$ cat src/rtl/core/ppc_pkg.sv
// ----------------------------------------------------------------------------
// ppc_pkg
// Shared types and constants of the positional PID controller: register
// map, state encodings and the configuration register bundle.
// ----------------------------------------------------------------------------
package ppc_pkg;

  // Configuration port geometry.
  localparam int unsigned DATA_W = 32;
  localparam int unsigned ADDR_W = 5;

  // Register indexes, taken from paddr[4:2].
  localparam logic [2:0] REG_GAIN_P        = 3'd0;
  localparam logic [2:0] REG_GAIN_I        = 3'd1;
  localparam logic [2:0] REG_GAIN_D        = 3'd2;
  localparam logic [2:0] REG_TARGET        = 3'd3;
  localparam logic [2:0] REG_DRIVE_FLOOR   = 3'd4;
  localparam logic [2:0] REG_DRIVE_CEILING = 3'd5;
  localparam logic [2:0] REG_ACCUM_FLOOR   = 3'd6;
  localparam logic [2:0] REG_ACCUM_CEILING = 3'd7;

  // Limits of the signed 32-bit range.
  localparam logic signed [31:0] S32_MIN = 32'sh8000_0000;
  localparam logic signed [31:0] S32_MAX = 32'sh7FFF_FFFF;

  // All configuration registers as one bundle.
  typedef struct packed {
    logic signed [31:0] gain_p;
    logic signed [31:0] gain_i;
    logic signed [31:0] gain_d;
    logic signed [31:0] target;
    logic signed [31:0] drive_floor;
    logic signed [31:0] drive_ceiling;
    logic signed [31:0] accum_floor;
    logic signed [31:0] accum_ceiling;
  } cfg_regs_t;

  // Main sequencer states.
  typedef enum logic [3:0] {
    S_IDLE,
    S_INC_MUL,
    S_ACC_ADD,
    S_ACC_CLAMP,
    S_DIV_START,
    S_DIV_WAIT,
    S_TERM_P,
    S_TERM_I,
    S_TERM_D,
    S_TERM_SUM,
    S_OUT_SAT,
    S_OUT_CLAMP
  } state_e;

  // Divider states.
  typedef enum logic [1:0] {
    DIV_IDLE,
    DIV_RUN,
    DIV_FIX
  } div_state_e;

endpackage

$ cat src/rtl/core/ppc_mul.sv
// ----------------------------------------------------------------------------
// ppc_mul
// Shared signed 33x33 multiplier with a registered product. The product is
// offered only shifted right by the fraction width, rounded toward minus
// infinity.
// ----------------------------------------------------------------------------
module ppc_mul import ppc_pkg::*; #(
  parameter int unsigned FRAC_BITS = 16
) (
  input  logic               clk_i,
  input  logic signed [32:0] a_i,
  input  logic signed [32:0] b_i,
  output logic signed [63:0] shr_o
);

  logic signed [65:0] prod_q;

  // One multiplication per cycle, product registered.
  always_ff @(posedge clk_i) begin
    prod_q <= a_i * b_i;
  end

  // An arithmetic shift floors; the result always fits in 64 bits.
  assign shr_o = 64'(prod_q >>> FRAC_BITS);

endmodule

$ cat config.mk
export PLATFORM = sky130hd
export DESIGN_NAME = ppc_mul
export DESIGN_NICKNAME = d
export VERILOG_FILES = /design/src/rtl/core/ppc_pkg.sv /design/src/rtl/core/ppc_mul.sv
export SDC_FILE = /design/constraint.sdc
export NUM_CORES = 2
export LEC_CHECK = 0
export BUFFER_PORTS_ARGS = -buffer_cell sky130_fd_sc_hd__clkbuf_2
export CAP_MARGIN = 20
export CORE_UTILIZATION = 40
export CTS_CLUSTER_SIZE = 30
export DETAILED_ROUTE_END_ITERATION = 10
export PLACE_DENSITY = 0.66
export SYNTH_ARGS = -nofsm -noshare
export SYNTH_HDL_FRONTEND = slang
export SYNTH_SLANG_ARGS = --single-unit
$ cat constraint.sdc
create_clock -name clk_i -period 9.6 [get_ports clk_i]
set_clock_uncertainty 0.15 [all_clocks]
set_input_delay 1.92 -clock clk_i [delete_from_list [all_inputs] [get_ports clk_i]]
set_output_delay 1.92 -clock clk_i [all_outputs]
set_load 0.005 [all_outputs]
==> run summary <==
Status - completed
Main synth FF type - dfxtp_1
DIE HEIGHT - 316 um
Setup ws final - 363 ps
Max Slew Vio Count - 0
Worst-margin pin slew - 723 ps
Largest regs - prod_q x50
Ys async rst share - 0%
DR vias - 27400
Syn Nets - 5612
Hold slack final - 2520 ps
Hold path cells - 1
Setup WS pre-CTS - 7.65 ps
Fmax - 108 MHz
DRC violations left - 0
Post-route cell area - 0.0430 mm2
Final Setup Violations - 0
GPL Wtd Cong - 0.898
Unrepaired setup endpoints after global routing - no
HP Class - reg -> out
Mean post-synth cell area - 9.41 um2
Post-CTS setup buffers - 0
Filler cell count - 9365
Vias per Instance - 4.88
Crit path launch type - input pin
Buffers on Ports - 130
TNS Setup - 0 ps
Final Hold Fails - 0
ANT cells - 0
Maxcap violations - 0
Crit path time final - 9240 ps
Drt wl/cell - 17.6 um
Share of cells above drive strength 1 - 8.93%
Register area share after synthesis - 2.54%
CTS tree - built
Cells after Synth - 4189
Global-route wire length before repair - 166 mm
Nets - 5758
Flops & latches, synth - 50
Top cells by area, synth - fa_1 (58%), inv_1 (11%), and2_1 (8.6%)
Initial DRC count - 1425
Die area - 0.0998 mm2
Distinct cells, synth - 58
H-tree Lvls - 2
Most frequent cells in the layout - fa_1 (1144), inv_1 (1129), nand2_1 (546)
Worst Path Class, Setup - in -> reg
Synthesis-to-layout area growth - 8.99%
Clk pin slew, worst setup/hold paths - 90 ps
Gr ovfl total - 0
Gates resized, CTS repair - 0
# IOs - 131
Worst-path fanout max - 17
Worst EP arrival - 9340 ps
Core area - 0.0971 mm2
Number of global-route vias before repair - 30700
Crit end category - flip-flop
Commonest non-fill, non-tap cell in the layout - fa_1
Antenna-violating nets left - 0
Pin count of the biggest net entering global routing - 34
Root Driver - clkbuf_16
Crit share post-route - 96.2%
Area leader, netlist - fa_1
CTS sink count - 50
Gr usage total - 21.4%
Pre-Repair DR Iteration Count - 6
Placed cell areas - 0.0428 mm2
Row count - 114
Initial antenna violation count - 3
Wirelength, routed - 98.8 mm
Number of hold buffers added after cts - 0
Num CTS Buffers - 5
Largest register FFs - 50
Initial Util - 40.6%
Share of the synthesized area in the top cell type - 58.1%
Syn. warnings - 0
Slew headroom - 51.3%
Die W - 316 um
HPWL after DPL - 88.6 mm
Most flop-heavy register - prod_q
Clk buf depth - 2
Post-synth EDFFs - 0
Mapped cell area - 0.0394 mm2
CP required - 9710 ps
==> metrics by stage <==
step / util [%] / instances
6_report: 44.2 / 5612
3_5_place_dp: 44.0 / 5604
4_1_cts: 44.2 / 5612
2_1_floorplan: - / 4189
3_3_place_gp: 44.0 / 5604
5_1_grt: 44.2 / 5612
==> Yosys cell counts (all sizes together) (2+ instances only) <==
master,instances
nor3,4
buf,16
o21a,8
fa,1144
a311oi,3
inv,1129
nand2b,10
a211oi,5
a21boi,3
a21oi,58
nor2b,9
o211ai,5
a221oi,2
xor2,23
xnor2,44
nand2,546
nand3,12
o21ai,33
clkbuf,203
o21bai,5
and3,8
o31ai,2
nand4,9
a31oi,8
a21o,31
dfxtp,50
o22ai,2
a211o,2
nor2,50
ha,212
and2,542
==> cell families after synthesis <==
| logic type | synth area share, % |
|---|---|
| buffers and inverters | 13.0 |
| adder cells (fa/ha/maj) | 64.8 |
| AND/OR/NAND/NOR | 15.3 |
| AO/OA/AOI/OAI | 2.91 |
| flip-flops | 2.54 |
| XOR/XNOR | 1.49 |
==> critical path, cell delays in order <==
cell and delay, ps:
clkbuf_2 420, buf_4 330, and2_1 180, fa_1 440
fa_1 510, inv_1 50, fa_1 470, fa_1 510
inv_1 50, fa_1 570, fa_1 430, fa_1 490
inv_1 50, fa_1 470, inv_1 40, ha_1 370
and3_1 200, and4_1 220, nand2_1 110, o22ai_2 200
a211oi_4 70, buf_12 170, o41ai_2 580, a31oi_1 200
buf_4 170, xnor2_1 110
==> area by class of cell <==
type,count,area [um2],area share (%)
clock buffers,5,125,0.291
clock inverters,3,47.5,0.111
flip-flops and latches,50,1000,2.33
inverters,1129,4240,9.86
repair buffers,358,2650,6.17
multi-input cells,2791,33300,77.5
well taps,1276,1600,3.72
==> path summary, 6_finish.rpt <==
check | slack (ps) | from | end
setup / recovery | 360 | a_i[14] | prod_q[51]
hold / removal | 2520 | prod_q[24] | shr_o[8]
==> per-layer routing <==
| metal | vias to the layer above | global-route usage, % | routed length [um] |
|---|---|---|---|
| li1 | 12000 | - | - |
| met1 | 14500 | 28.5 | 41200 |
| met2 | 729 | 37.0 | 49900 |
| met3 | 123 | 2.66 | 5300 |
| met4 | 2 | 5.29 | 2480 |
| met5 | - | 0 | 13 |
Power is not shown: default switching activity piles up to over one toggle a cycle in this logic, so the estimate is an artifact.
