==> config.mk <==
export PLATFORM = sky130hd
export DESIGN_NAME = ppc_cfg
export DESIGN_NICKNAME = d
export VERILOG_FILES = /design/src/rtl/core/ppc_pkg.sv /design/src/rtl/core/ppc_cfg.sv
export SDC_FILE = /design/constraint.sdc
export NUM_CORES = 1
export LEC_CHECK = 0
export BUFFER_PORTS_ARGS = -buffer_cell sky130_fd_sc_hd__buf_2
export CAP_MARGIN = 20
export CORE_MARGIN = 4
export CORE_UTILIZATION = 50
export DETAILED_ROUTE_END_ITERATION = 8
export PLACE_DENSITY_LB_ADDON = 0.12
export SKIP_LAST_GASP = 1
export SYNTH_ARGS = -nofsm -noshare
export SYNTH_HDL_FRONTEND = slang
export SYNTH_SLANG_ARGS = --single-unit
==> constraint.sdc <==
create_clock -name clk_i -period 1.9 [get_ports clk_i]
set_input_delay 0.19 -clock clk_i [delete_from_list [all_inputs] [get_ports clk_i]]
set_output_delay 0.19 -clock clk_i [all_outputs]
set_load 0.02 [all_outputs]
==> src/rtl/core/ppc_pkg.sv <==
// ----------------------------------------------------------------------------
// ppc_pkg
// Shared types and constants of the positional PID controller: register
// map, state encodings and the configuration register bundle.
// ----------------------------------------------------------------------------
package ppc_pkg;

  // Configuration port geometry.
  localparam int unsigned DATA_W = 32;
  localparam int unsigned ADDR_W = 5;

  // Register indexes, taken from paddr[4:2].
  localparam logic [2:0] REG_GAIN_P        = 3'd0;
  localparam logic [2:0] REG_GAIN_I        = 3'd1;
  localparam logic [2:0] REG_GAIN_D        = 3'd2;
  localparam logic [2:0] REG_TARGET        = 3'd3;
  localparam logic [2:0] REG_DRIVE_FLOOR   = 3'd4;
  localparam logic [2:0] REG_DRIVE_CEILING = 3'd5;
  localparam logic [2:0] REG_ACCUM_FLOOR   = 3'd6;
  localparam logic [2:0] REG_ACCUM_CEILING = 3'd7;

  // Limits of the signed 32-bit range.
  localparam logic signed [31:0] S32_MIN = 32'sh8000_0000;
  localparam logic signed [31:0] S32_MAX = 32'sh7FFF_FFFF;

  // All configuration registers as one bundle.
  typedef struct packed {
    logic signed [31:0] gain_p;
    logic signed [31:0] gain_i;
    logic signed [31:0] gain_d;
    logic signed [31:0] target;
    logic signed [31:0] drive_floor;
    logic signed [31:0] drive_ceiling;
    logic signed [31:0] accum_floor;
    logic signed [31:0] accum_ceiling;
  } cfg_regs_t;

  // Main sequencer states.
  typedef enum logic [3:0] {
    S_IDLE,
    S_INC_MUL,
    S_ACC_ADD,
    S_ACC_CLAMP,
    S_DIV_START,
    S_DIV_WAIT,
    S_TERM_P,
    S_TERM_I,
    S_TERM_D,
    S_TERM_SUM,
    S_OUT_SAT,
    S_OUT_CLAMP
  } state_e;

  // Divider states.
  typedef enum logic [1:0] {
    DIV_IDLE,
    DIV_RUN,
    DIV_FIX
  } div_state_e;

endpackage

==> src/rtl/core/ppc_cfg.sv <==
// ----------------------------------------------------------------------------
// ppc_cfg
// APB-style register file holding gains, setpoint and the two clamp windows.
// ----------------------------------------------------------------------------
module ppc_cfg import ppc_pkg::*; (
  input  logic              clk_i,
  input  logic              rst_ni,
  input  logic              psel,
  input  logic              penable,
  input  logic              pwrite,
  input  logic [ADDR_W-1:0] paddr,
  input  logic [DATA_W-1:0] pwdata,
  output logic [DATA_W-1:0] prdata,
  output logic              pready,
  output cfg_regs_t         cfg_o
);

  cfg_regs_t   regs_q;
  logic [2:0]  idx;

  assign idx    = paddr[4:2];
  assign pready = 1'b1;
  assign cfg_o  = regs_q;

  // Register writes complete in the access phase.
  always_ff @(posedge clk_i or negedge rst_ni) begin
    if (!rst_ni) begin
      regs_q.gain_p        <= '0;
      regs_q.gain_i        <= '0;
      regs_q.gain_d        <= '0;
      regs_q.target        <= '0;
      regs_q.drive_floor   <= S32_MIN;
      regs_q.drive_ceiling <= S32_MAX;
      regs_q.accum_floor   <= S32_MIN;
      regs_q.accum_ceiling <= S32_MAX;
    end else if (psel && penable && pwrite) begin
      unique case (idx)
        REG_GAIN_P:        regs_q.gain_p        <= pwdata;
        REG_GAIN_I:        regs_q.gain_i        <= pwdata;
        REG_GAIN_D:        regs_q.gain_d        <= pwdata;
        REG_TARGET:        regs_q.target        <= pwdata;
        REG_DRIVE_FLOOR:   regs_q.drive_floor   <= pwdata;
        REG_DRIVE_CEILING: regs_q.drive_ceiling <= pwdata;
        REG_ACCUM_FLOOR:   regs_q.accum_floor   <= pwdata;
        REG_ACCUM_CEILING: regs_q.accum_ceiling <= pwdata;
        default: ;
      endcase
    end
  end

  // Read-back multiplexer.
  always_comb begin
    unique case (idx)
      REG_GAIN_P:        prdata = regs_q.gain_p;
      REG_GAIN_I:        prdata = regs_q.gain_i;
      REG_GAIN_D:        prdata = regs_q.gain_d;
      REG_TARGET:        prdata = regs_q.target;
      REG_DRIVE_FLOOR:   prdata = regs_q.drive_floor;
      REG_DRIVE_CEILING: prdata = regs_q.drive_ceiling;
      REG_ACCUM_FLOOR:   prdata = regs_q.accum_floor;
      REG_ACCUM_CEILING: prdata = regs_q.accum_ceiling;
      default:           prdata = '0;
    endcase
  end

endmodule

==> flow_metrics.tcl <==
set metrics [dict create \
    htreeDepth 1 \
    pin_count 331 \
    placed_cell_area_um2 14000 \
    grt_pass1_vias 8938 \
    placedCellCount 1444 \
    core_um2 22800 \
    worstHoldPathCells 2 \
    antenna_found_initial 2 \
    worst_setup_path_end_kind "output port" \
    r2r_setup_slack_ps 1060 \
    drc 0 \
    fin_setup_tns_ps -98.0 \
    fin_nets 1231 \
    cp_max_fo 2 \
    fmax_mhz 512 \
    total_power_mw 18.0 \
    cp_slowest_stage_delay_ps 530 \
    cts-root-buf "clkbuf_16" \
    largest_reg_flops 256 \
    port_buffers 327 \
    period_needed_ps 1950 \
    start_util_pct 51.1 \
    slew_headroom_pct 53.2 \
    fin_area_um2 15200 \
    first_iter_violations 460 \
    wl_per_cell_um 23.0 \
    final_max_slew_viol_count 0 \
    vias 8548 \
    die_y_um 161 \
    crit_start "cfg_o[91]$_DFFE_PN1P_" \
    outcome "finished with violations" \
    syn_avg_cell_area_um2 14.2 \
    vias_per_cell 5.61 \
    violations "setup timing" \
    tritoncts "built" \
    setup_slack_ps -53.9 \
    cp_num_cells 4 \
    yosys-top-cells-area "dfrtp_1 (41%), mux2_2 (21%), dfstp_2 (14%)" \
    synth_edf_count 0 \
    cpLargestDelayFamily "flip-flops" \
    synth_top_area_share_pct 41.3 \
    place_hpwl_mm 23.8 \
    hold_viol_final 0 \
    synth_nets 862 \
    grt_setup_unrepaired "yes" \
    period_share_pct 103 \
    clock_skew_ps 0 \
    ys_seq_elements 256 \
    routed_wl_mm 35.0 \
    tightestPinTransition_ps 700 \
    ys_async_sr_fraction_pct 100 \
    numCtsBuffers 27 \
    path_class "flip-flop to output port" \
    fin_hold_ws_ps 18.8 \
    cts_max_path_buffers 3 \
    grt_pass1_wl_mm 54.2 \
    instances_no_fill 1524 \
    clock_latency_ps 520 \
    die-area_um2 25800 \
    synthTopCellsByCount "mux2_2 (220), dfrtp_1 (192), mux2i_1 (94)" \
    post-synth-top-count-cell "mux2_2" \
    cp.required_ps 1710 \
    worstReg2RegEnd "cfg_o[234]$_DFFE_PN0P_" \
    ys_types 28 \
    dp_slack_ps -67.7 \
    first_pass_iters 5 \
    synth_warnings 0 \
    die_w_um 161 \
    netlist.top_cell.by_area "dfrtp_1" \
    endpoint "prdata[27]" \
    synthFlopType "dfrtp_1" \
    path_buf_inv 1 \
    powerDensity_nw_per_um2 1180 \
    startpoint_type "flip-flop" \
    finalCoreUtilization_pct 66.9 \
    setup_viol 2 \
    cts_sinks 256 \
    grt_max_degree 60 \
    leakagePower_nw 7.52 \
    area_delta_synth_final_pct 31.1 \
    cap_violations 0 \
    clk_pin_slew_ps 60 \
    holdCritPathClass "input pin to flip-flop" \
    grt_use_total_pct 26.7 \
    synth_cells 820 \
    grt_overflow 0 \
    peakVddDrop_mv 0.899 \
    crit_arrival_ps 1760 \
    rows 55 \
    seq_area_frac_synth_pct 55.8 \
    netlist_area_um2 11600 \
    cp_slowest_cell "dfstp_2" \
    cp_cell_sequence "mux2i_1 -> a221oi_1 -> o22a_1 -> buf_6" \
    drive_gt1_share_pct 59.1 \
    postRouteAntennaNets 0 \
    r2r-start "cfg_o[234]$_DFFE_PN0P_" \
    place.gp.congestion 0.810 \
    reg2reg_depth 1 \
]
## routing by layer
layer / GRT usage, % / vias to the layer above / wire length (µm)
met5: 0 / - / 0
met4: 7.20 / 0 / 820
met3: 5.54 / 73 / 2370
met2: 44.0 / 326 / 16700
met1: 36.2 / 4368 / 15100
li1: - / 3781 / -
## placed cells by master (no fill, tap or decap), drive strengths merged, types with 9 or more instances in the layout
cell type	netlist	routed
mux2i	94	94
dfstp	64	64
o22a	31	31
buf	42	374
dfrtp	192	192
mux2	256	256
a221oi	29	29
nor2	9	9
o22ai	31	31
inv	30	30
clkbuf	18	43
dlygate4sd3	0	25
## power by group
part           switching (mW)  internal [mW]  total, mW
clock network            2.07           3.20       5.27
logic                    3.00           2.09       5.09
registers               0.891           6.73       7.62
## logic make-up after synthesis
| family | after synthesis | synth area share [%] |
|---|---|---|
| mux | 350 | 32.9 |
| flops | 256 | 55.8 |
| compound gates | 98 | 6.60 |
| buf+inv | 90 | 3.40 |
| simple gates | 25 | 1.32 |
| other cells | 1 | 0.0322 |
## worst min path at each step
stage	slack (ps)	startpoint	end
after floorplan	-110	rst_ni	cfg_o[100]$_DFFE_PN0P_
after global placement	170	rst_ni	cfg_o[148]$_DFFE_PN0P_
after detailed placement	170	rst_ni	cfg_o[212]$_DFFE_PN0P_
after CTS	4	pwdata[0]	cfg_o[224]$_DFFE_PN0P_
after global routing	20	pwdata[18]	cfg_o[242]$_DFFE_PN0P_
final	20	pwdata[26]	cfg_o[250]$_DFFE_PN0P_
## cell type report
cell class	count	area, µm²
Fill cell	1792	7530
Sequential cell	256	6490
Multi-Input combinational cell	475	4840
Timing Repair Buffer	399	2510
Clock buffer	43	816
Tap cell	313	392
Inverter	30	113
Clock inverter	6	86.3
Antenna cell	2	5.00
## timing repair
action	CTS	global route
pin swaps	1	7
setup buffers	3	0
gates resized for setup	6	6
setup endpoints to repair	29	11
endpoints found under the hold margin	126	0
gates cloned	1	0
hold buffers	25	0
No activity file was read; power rests on OpenSTA's default activity.
