## config.mk

```make
export PLATFORM = sky130hd
export DESIGN_NAME = ppc_div
export DESIGN_NICKNAME = d
export VERILOG_FILES = /design/src/rtl/core/ppc_pkg.sv /design/src/rtl/core/ppc_div.sv
export SDC_FILE = /design/constraint.sdc
export NUM_CORES = 1
export LEC_CHECK = 0
export ABC_AREA = 0
export BUFFER_PORTS_ARGS = -buffer_cell sky130_fd_sc_hd__buf_2
export CORE_ASPECT_RATIO = 1.1
export CORE_MARGIN = 5
export CORE_UTILIZATION = 40
export DETAILED_ROUTE_END_ITERATION = 12
export PLACE_DENSITY = 0.64
export SYNTH_ARGS = -nofsm -noshare
export SYNTH_HDL_FRONTEND = slang
export SYNTH_SLANG_ARGS = --single-unit
```

## constraint.sdc

```tcl
create_clock -name clk_i -period 4.3 [get_ports clk_i]
set_input_delay 0.645 -clock clk_i [delete_from_list [all_inputs] [get_ports clk_i]]
set_output_delay 0.645 -clock clk_i [all_outputs]
set_load 0.01 [all_outputs]
```

## src/rtl/core/ppc_pkg.sv

```systemverilog
// ----------------------------------------------------------------------------
// ppc_pkg
// Shared types and constants of the positional PID controller: register
// map, state encodings and the configuration register bundle.
// ----------------------------------------------------------------------------
package ppc_pkg;

  // Configuration port geometry.
  localparam int unsigned DATA_W = 32;
  localparam int unsigned ADDR_W = 5;

  // Register indexes, taken from paddr[4:2].
  localparam logic [2:0] REG_GAIN_P        = 3'd0;
  localparam logic [2:0] REG_GAIN_I        = 3'd1;
  localparam logic [2:0] REG_GAIN_D        = 3'd2;
  localparam logic [2:0] REG_TARGET        = 3'd3;
  localparam logic [2:0] REG_DRIVE_FLOOR   = 3'd4;
  localparam logic [2:0] REG_DRIVE_CEILING = 3'd5;
  localparam logic [2:0] REG_ACCUM_FLOOR   = 3'd6;
  localparam logic [2:0] REG_ACCUM_CEILING = 3'd7;

  // Limits of the signed 32-bit range.
  localparam logic signed [31:0] S32_MIN = 32'sh8000_0000;
  localparam logic signed [31:0] S32_MAX = 32'sh7FFF_FFFF;

  // All configuration registers as one bundle.
  typedef struct packed {
    logic signed [31:0] gain_p;
    logic signed [31:0] gain_i;
    logic signed [31:0] gain_d;
    logic signed [31:0] target;
    logic signed [31:0] drive_floor;
    logic signed [31:0] drive_ceiling;
    logic signed [31:0] accum_floor;
    logic signed [31:0] accum_ceiling;
  } cfg_regs_t;

  // Main sequencer states.
  typedef enum logic [3:0] {
    S_IDLE,
    S_INC_MUL,
    S_ACC_ADD,
    S_ACC_CLAMP,
    S_DIV_START,
    S_DIV_WAIT,
    S_TERM_P,
    S_TERM_I,
    S_TERM_D,
    S_TERM_SUM,
    S_OUT_SAT,
    S_OUT_CLAMP
  } state_e;

  // Divider states.
  typedef enum logic [1:0] {
    DIV_IDLE,
    DIV_RUN,
    DIV_FIX
  } div_state_e;

endpackage

```

## src/rtl/core/ppc_div.sv

```systemverilog
// ----------------------------------------------------------------------------
// ppc_div
// Restoring divider for the derivative: (delta << FRAC_BITS) / divisor,
// truncated toward zero and saturated to signed 32 bits. One quotient bit
// is produced per cycle.
// ----------------------------------------------------------------------------
module ppc_div import ppc_pkg::*; #(
  parameter int unsigned FRAC_BITS = 16
) (
  input  logic               clk_i,
  input  logic               rst_ni,
  input  logic               start_i,
  input  logic signed [32:0] delta_i,
  input  logic        [31:0] divisor_i,
  output logic               done_o,
  output logic signed [31:0] quot_o
);

  localparam int unsigned NUM_W = 33 + FRAC_BITS;
  localparam int unsigned CNT_W = $clog2(NUM_W + 1);

  div_state_e         state_q, state_d;
  logic [CNT_W-1:0]   cnt_q, cnt_d;
  logic               done_q, done_d;
  logic               neg_q, neg_d;
  logic [NUM_W-1:0]   dvd_q, dvd_d;
  logic [32:0]        rem_q, rem_d;
  logic [31:0]        dsr_q, dsr_d;
  logic signed [31:0] quot_q, quot_d;

  logic [32:0]        mag;
  logic [32:0]        trial;
  logic               ge;
  logic               hi_nz;

  // Magnitude of the signed difference; 2^32 still fits.
  assign mag   = delta_i[32] ? (~delta_i + 33'd1) : delta_i;
  assign trial = {rem_q[31:0], dvd_q[NUM_W-1]};
  assign ge    = trial >= {1'b0, dsr_q};
  assign hi_nz = |dvd_q[NUM_W-1:32];

  // Sequencer and shift-subtract step.
  always_comb begin
    state_d = state_q;
    cnt_d   = cnt_q;
    done_d  = 1'b0;
    neg_d   = neg_q;
    dvd_d   = dvd_q;
    rem_d   = rem_q;
    dsr_d   = dsr_q;
    quot_d  = quot_q;
    unique case (state_q)
      DIV_IDLE: begin
        if (start_i) begin
          neg_d   = delta_i[32];
          dvd_d   = {mag, {FRAC_BITS{1'b0}}};
          rem_d   = '0;
          dsr_d   = divisor_i;
          cnt_d   = CNT_W'(NUM_W);
          state_d = DIV_RUN;
        end
      end
      DIV_RUN: begin
        rem_d = ge ? (trial - {1'b0, dsr_q}) : trial;
        dvd_d = {dvd_q[NUM_W-2:0], ge};
        cnt_d = cnt_q - CNT_W'(1);
        if (cnt_q == CNT_W'(1)) begin
          state_d = DIV_FIX;
        end
      end
      DIV_FIX: begin
        // Apply the sign and saturate the quotient.
        if (neg_q) begin
          if (hi_nz || (dvd_q[31] && (|dvd_q[30:0]))) begin
            quot_d = S32_MIN;
          end else begin
            quot_d = -$signed(dvd_q[31:0]);
          end
        end else begin
          if (hi_nz || dvd_q[31]) begin
            quot_d = S32_MAX;
          end else begin
            quot_d = $signed(dvd_q[31:0]);
          end
        end
        done_d  = 1'b1;
        state_d = DIV_IDLE;
      end
      default: state_d = DIV_IDLE;
    endcase
  end

  // Control registers.
  always_ff @(posedge clk_i or negedge rst_ni) begin
    if (!rst_ni) begin
      state_q <= DIV_IDLE;
      cnt_q   <= '0;
      done_q  <= 1'b0;
    end else begin
      state_q <= state_d;
      cnt_q   <= cnt_d;
      done_q  <= done_d;
    end
  end

  // Datapath registers.
  always_ff @(posedge clk_i) begin
    neg_q  <= neg_d;
    dvd_q  <= dvd_d;
    rem_q  <= rem_d;
    dsr_q  <= dsr_d;
    quot_q <= quot_d;
  end

  assign done_o = done_q;
  assign quot_o = quot_q;

endmodule

```

==> metrics.csv <==
stage,metric,value,unit
pwr,p_sw,2.918,mW
synthesis,yosysWarnings,0,
clock_tree,root_buffer,clkbuf_16,
final_layout,final_cell_area,10620,sq um
global_route,antenna_found_initial,3,
sta,fin_hold_ws,62.16,ps
global_route,grt_pass1_vias,6852,
synthesis,synth_xor_area_share,5.409,%
pwr,p_per_area,704.3,nW/um^2
synthesis,synth-simple-area-share,15.43,%
sta,rsz0062_at_grt,false,
critical_path,max_stage_delay,530,ps
global_route,top_usage_layer,met2,
clock_tree,clk_latency,430,ps
global_route,grt_pass1_wl,33.67,mm
synthesis,synth-seq-area-share,49.95,%
critical_path,cp_slowest_cell,or2_1,
synthesis,synthFlopType,edfxtp_1,
final_layout,drive_above_1_share,15.65,%
sta,post-route-min-period,3615,ps
critical_path,startpoint_type,register,
detailed_routing,via_per_inst,5.408,
sta,maxSlewHeadroom,38.50,%
clock_tree,cts_made_buffers,17,
synthesis,synth_nets,1007,
synthesis,ys_types,68,
clock_tree,post_cts_buffers,0,
pwr,clkPwrFrac,20.2,%
place,dpl.hpwl,14.27,mm
detailed_routing,wl_per_cell,15.50,um
clock_tree,clk_path_buf_depth,2,
synthesis,synth_top_family_by_area,compound AO/OA/AOI/OAI gates,
detailed_routing,first_pass_iters,5,
global_route,grt_use_total,15.61,%
synthesis,syn_area,9229,sq um
place,pre_cts_ws,709.6,ps
clock_tree,cts_resized,0,
sta,fmax,276.6,MHz
floorplan,initial_core_util,40.50,%
final_layout,nNetsFinal,1089,
detailed_routing,antenna_left,0,
floorplan,dieArea,26210,sq um
sta,setup-tns-final,0,ps
final_layout,final_util,46.62,%
clock_tree,ctsHoldBuffers,0,
place,placed_cell_area,10020,sq um
critical_path,r2r_start,dvd_q[1],
critical_path,worstSetupPathType,reg -> reg,
floorplan,core_area,22790,sq um
sta,final_max_slew_viol_count,0,
synthesis,async_flop_share,5.806,%
sta,fin_ws,684.9,ps
synthesis,netlist_instances,902,
synthesis,ys_seq_elements,155,
run,max_cap_violations,0,
synthesis,synthAdderAreaFrac,5.098,%
clock_tree,cts.sinks,155,
final_layout,layout.cells.non_filler,1298,
critical_path,rrSetupSlack,680,ps
critical_path,cp-end-kind,register,
critical_path,crit_arrival,3810,ps
critical_path,timing.rr.end,quot_o[3],
sta,fin_skew,13.32,ps
floorplan,die_w,154.8,um
pwr,leakage,4.490,nW
run_status,outcome,completed,
clock_tree,cts_tree,built,
pwr,power.internal,4.563,mW
place,dp_cells,1265,
synthesis,synth_edf_count,146,
global_route,grt_max_degree,91,
synthesis,synth_compound_area_share,17.31,%
sta,min_period_over_period,84.07,%
global_route,use_met1,20.38,%
detailed_routing,drt_iter0_drc,411,
place,place_congestion,0.8902,
worst_hold_path,holdCritPathClass,in -> async,
place,port_buffers,100,
detailed_routing,routed_wl,20.12,mm
final_layout,fillerInstances,2150,
floorplan,chipHeight,169.3,um
floorplan,io_pins,101,
critical_path,critPathMaxFanout,28,
sta,hold_violations,0,
detailed_routing,drc_errors,0,
pwr,swShare,39.00,%
critical_path,rr_worst_depth,10,
synthesis,synthMuxAreaShare,2.400,%
detailed_routing,dr_total_vias,7020,
final_layout,area_growth,15.10,%
clock_tree,path_clk_slew,70,ps
sta,setup_viol,0,
pwr,ir_drop,0.3403,mV
sta,tightest_slew,920.6,ps
global_route,grtUsageMet3,3.366,%
synthesis,synth.avg_cell_area,10.23,sq um
critical_path,cp.required,4500,ps
global_route,use_met2,25.47,%
pwr,power_frac_seq,38.3,%
critical_path,worstPathCellList,inv_1 -> ha_1 -> or3b_2 -> nor4b_2 -> nand4_1 -> nor3_2 -> nand2_1 -> a21o_1 -> or2_1 -> o311ai_0,
pwr,combPwrFrac,41.6,%
pwr,p_total,7.481,mW
global_route,grt_remaining_overflow,0,
floorplan,fp-row-count,58,
clock_tree,htreeDepth,4,
-- cell usage in the layout (no fill, tap or decap), types with 4 or more instances in the layout --
master     synthesis  routed
a211oi_1           9       9
a21boi_0           5       5
a21o_1            34      34
a21oi_1           37      37
and2_1            13      13
and3_1             5       5
buf_2              4     100
buf_4              0       5
clkbuf_16          0      17
dfrtp_1            9       9
edfxtp_1         146     146
ha_1              36      36
inv_1             59      59
inv_8              0       5
mux2i_1           21      21
nand2_1           96      96
nand2b_1           7       7
nand3_1            9       9
nand4_1            8       8
nor2_1            61      60
nor2b_1            9       7
nor3_1            21      21
nor4_1            11      11
o21a_1             4       4
o21ai_0           87      86
o22ai_1            5       5
o311ai_0          12      12
o311ai_1          15      15
o31ai_1            8       8
o41ai_1            6       6
or3_1             11      11
or4_1             11      11
xnor2_1           17      17
xor2_1            40      40
-- power by group through the flow --
stage | Combinational (mW) | Sequential (mW) | Clock (mW)
floorplan | 2.49 | 2.72 | 0
global placement | 3.06 | 2.87 | 0
detailed placement | 3.10 | 2.89 | 0
CTS | 3.13 | 2.86 | 1.54
global route | 3.54 | 2.93 | 1.61
finish | 3.11 | 2.86 | 1.51
-- synth_stat cells, types with 12 or more instances --
| library cell | n | area share (%) |
|---|---|---|
| a21o_1 | 34 | 2.8 |
| o21ai_0 | 87 | 4.7 |
| nand2_1 | 96 | 3.9 |
| nor2_1 | 61 | 2.5 |
| nor3_1 | 21 | 1.1 |
| inv_1 | 59 | 2.4 |
| xnor2_1 | 17 | 1.6 |
| a21oi_1 | 37 | 2.0 |
| edfxtp_1 | 146 | 48 |
| o311ai_1 | 15 | 1.4 |
| mux2i_1 | 21 | 2.3 |
| and2_1 | 13 | 0.88 |
| ha_1 | 36 | 4.9 |
| clkbuf_1 | 33 | 1.3 |
| o311ai_0 | 12 | 1.1 |
| xor2_1 | 40 | 3.8 |
-- final cells by class --
| class | instances | area (sq um) | area share (%) |
|---|---|---|---|
| Timing Repair Buffer | 107 | 578.1 | 5.442 |
| Antenna cell | 1 | 2.502 | 0.02356 |
| Multi-Input combinational cell | 644 | 4235 | 39.87 |
| Tap cell | 300 | 375.4 | 3.534 |
| Sequential cell | 155 | 4609 | 43.39 |
| Clock buffer | 17 | 425.4 | 4.005 |
| Inverter | 59 | 221.5 | 2.085 |
| Clock inverter | 15 | 175.2 | 1.649 |
-- how the worst max path moves through the flow --
stage | start | to | slack (ps) | cells past startpoint
final | dvd_q[1] | quot_o[3] | 680 | 10
after global routing | dvd_q[1] | quot_o[5] | 370 | 10
after CTS | dvd_q[0] | quot_o[3] | 640 | 10
after detailed placement | dvd_q[0] | quot_o[3] | 710 | 10
after global placement | rem_q[2] | rem_q[1] | 740 | 10
after floorplan | start_i | cnt_q[0] | 1010 | 3
-- sequential cells by signal, summed over array words and instances, names as in the netlist --
signal	cells
rem_q	32
dvd_q	49
state_q	2
dsr_q	32
neg_q	1
done_o	1
cnt_q	6
quot_o	32
-- kinds of logic after synthesis --
family / Yosys count
fa+ha+maj: 37
buf+inv: 103
compound gates: 246
mux: 22
simple gates: 282
xor+xnor: 57
flops: 155
-- worst max-delay path, delay by kind of cell, from the launching register on --
family,cells,cell delay (ps)
AO/OA/AOI/OAI,2,710
adder cells (fa/ha/maj),1,170
buffers and inverters,1,100
flip-flops,1,430
AND/OR/NAND/NOR,6,1970
-- per-layer routing --
layer	up-vias	share of wire, %	wire length (um)
met1	3298	46	9158
met2	164	47	9516
met3	37	4.5	906
li1	3517	-	-
met4	4	2.6	515
met5	-	0.10	21
No activity file was read; power rests on OpenSTA's default activity.
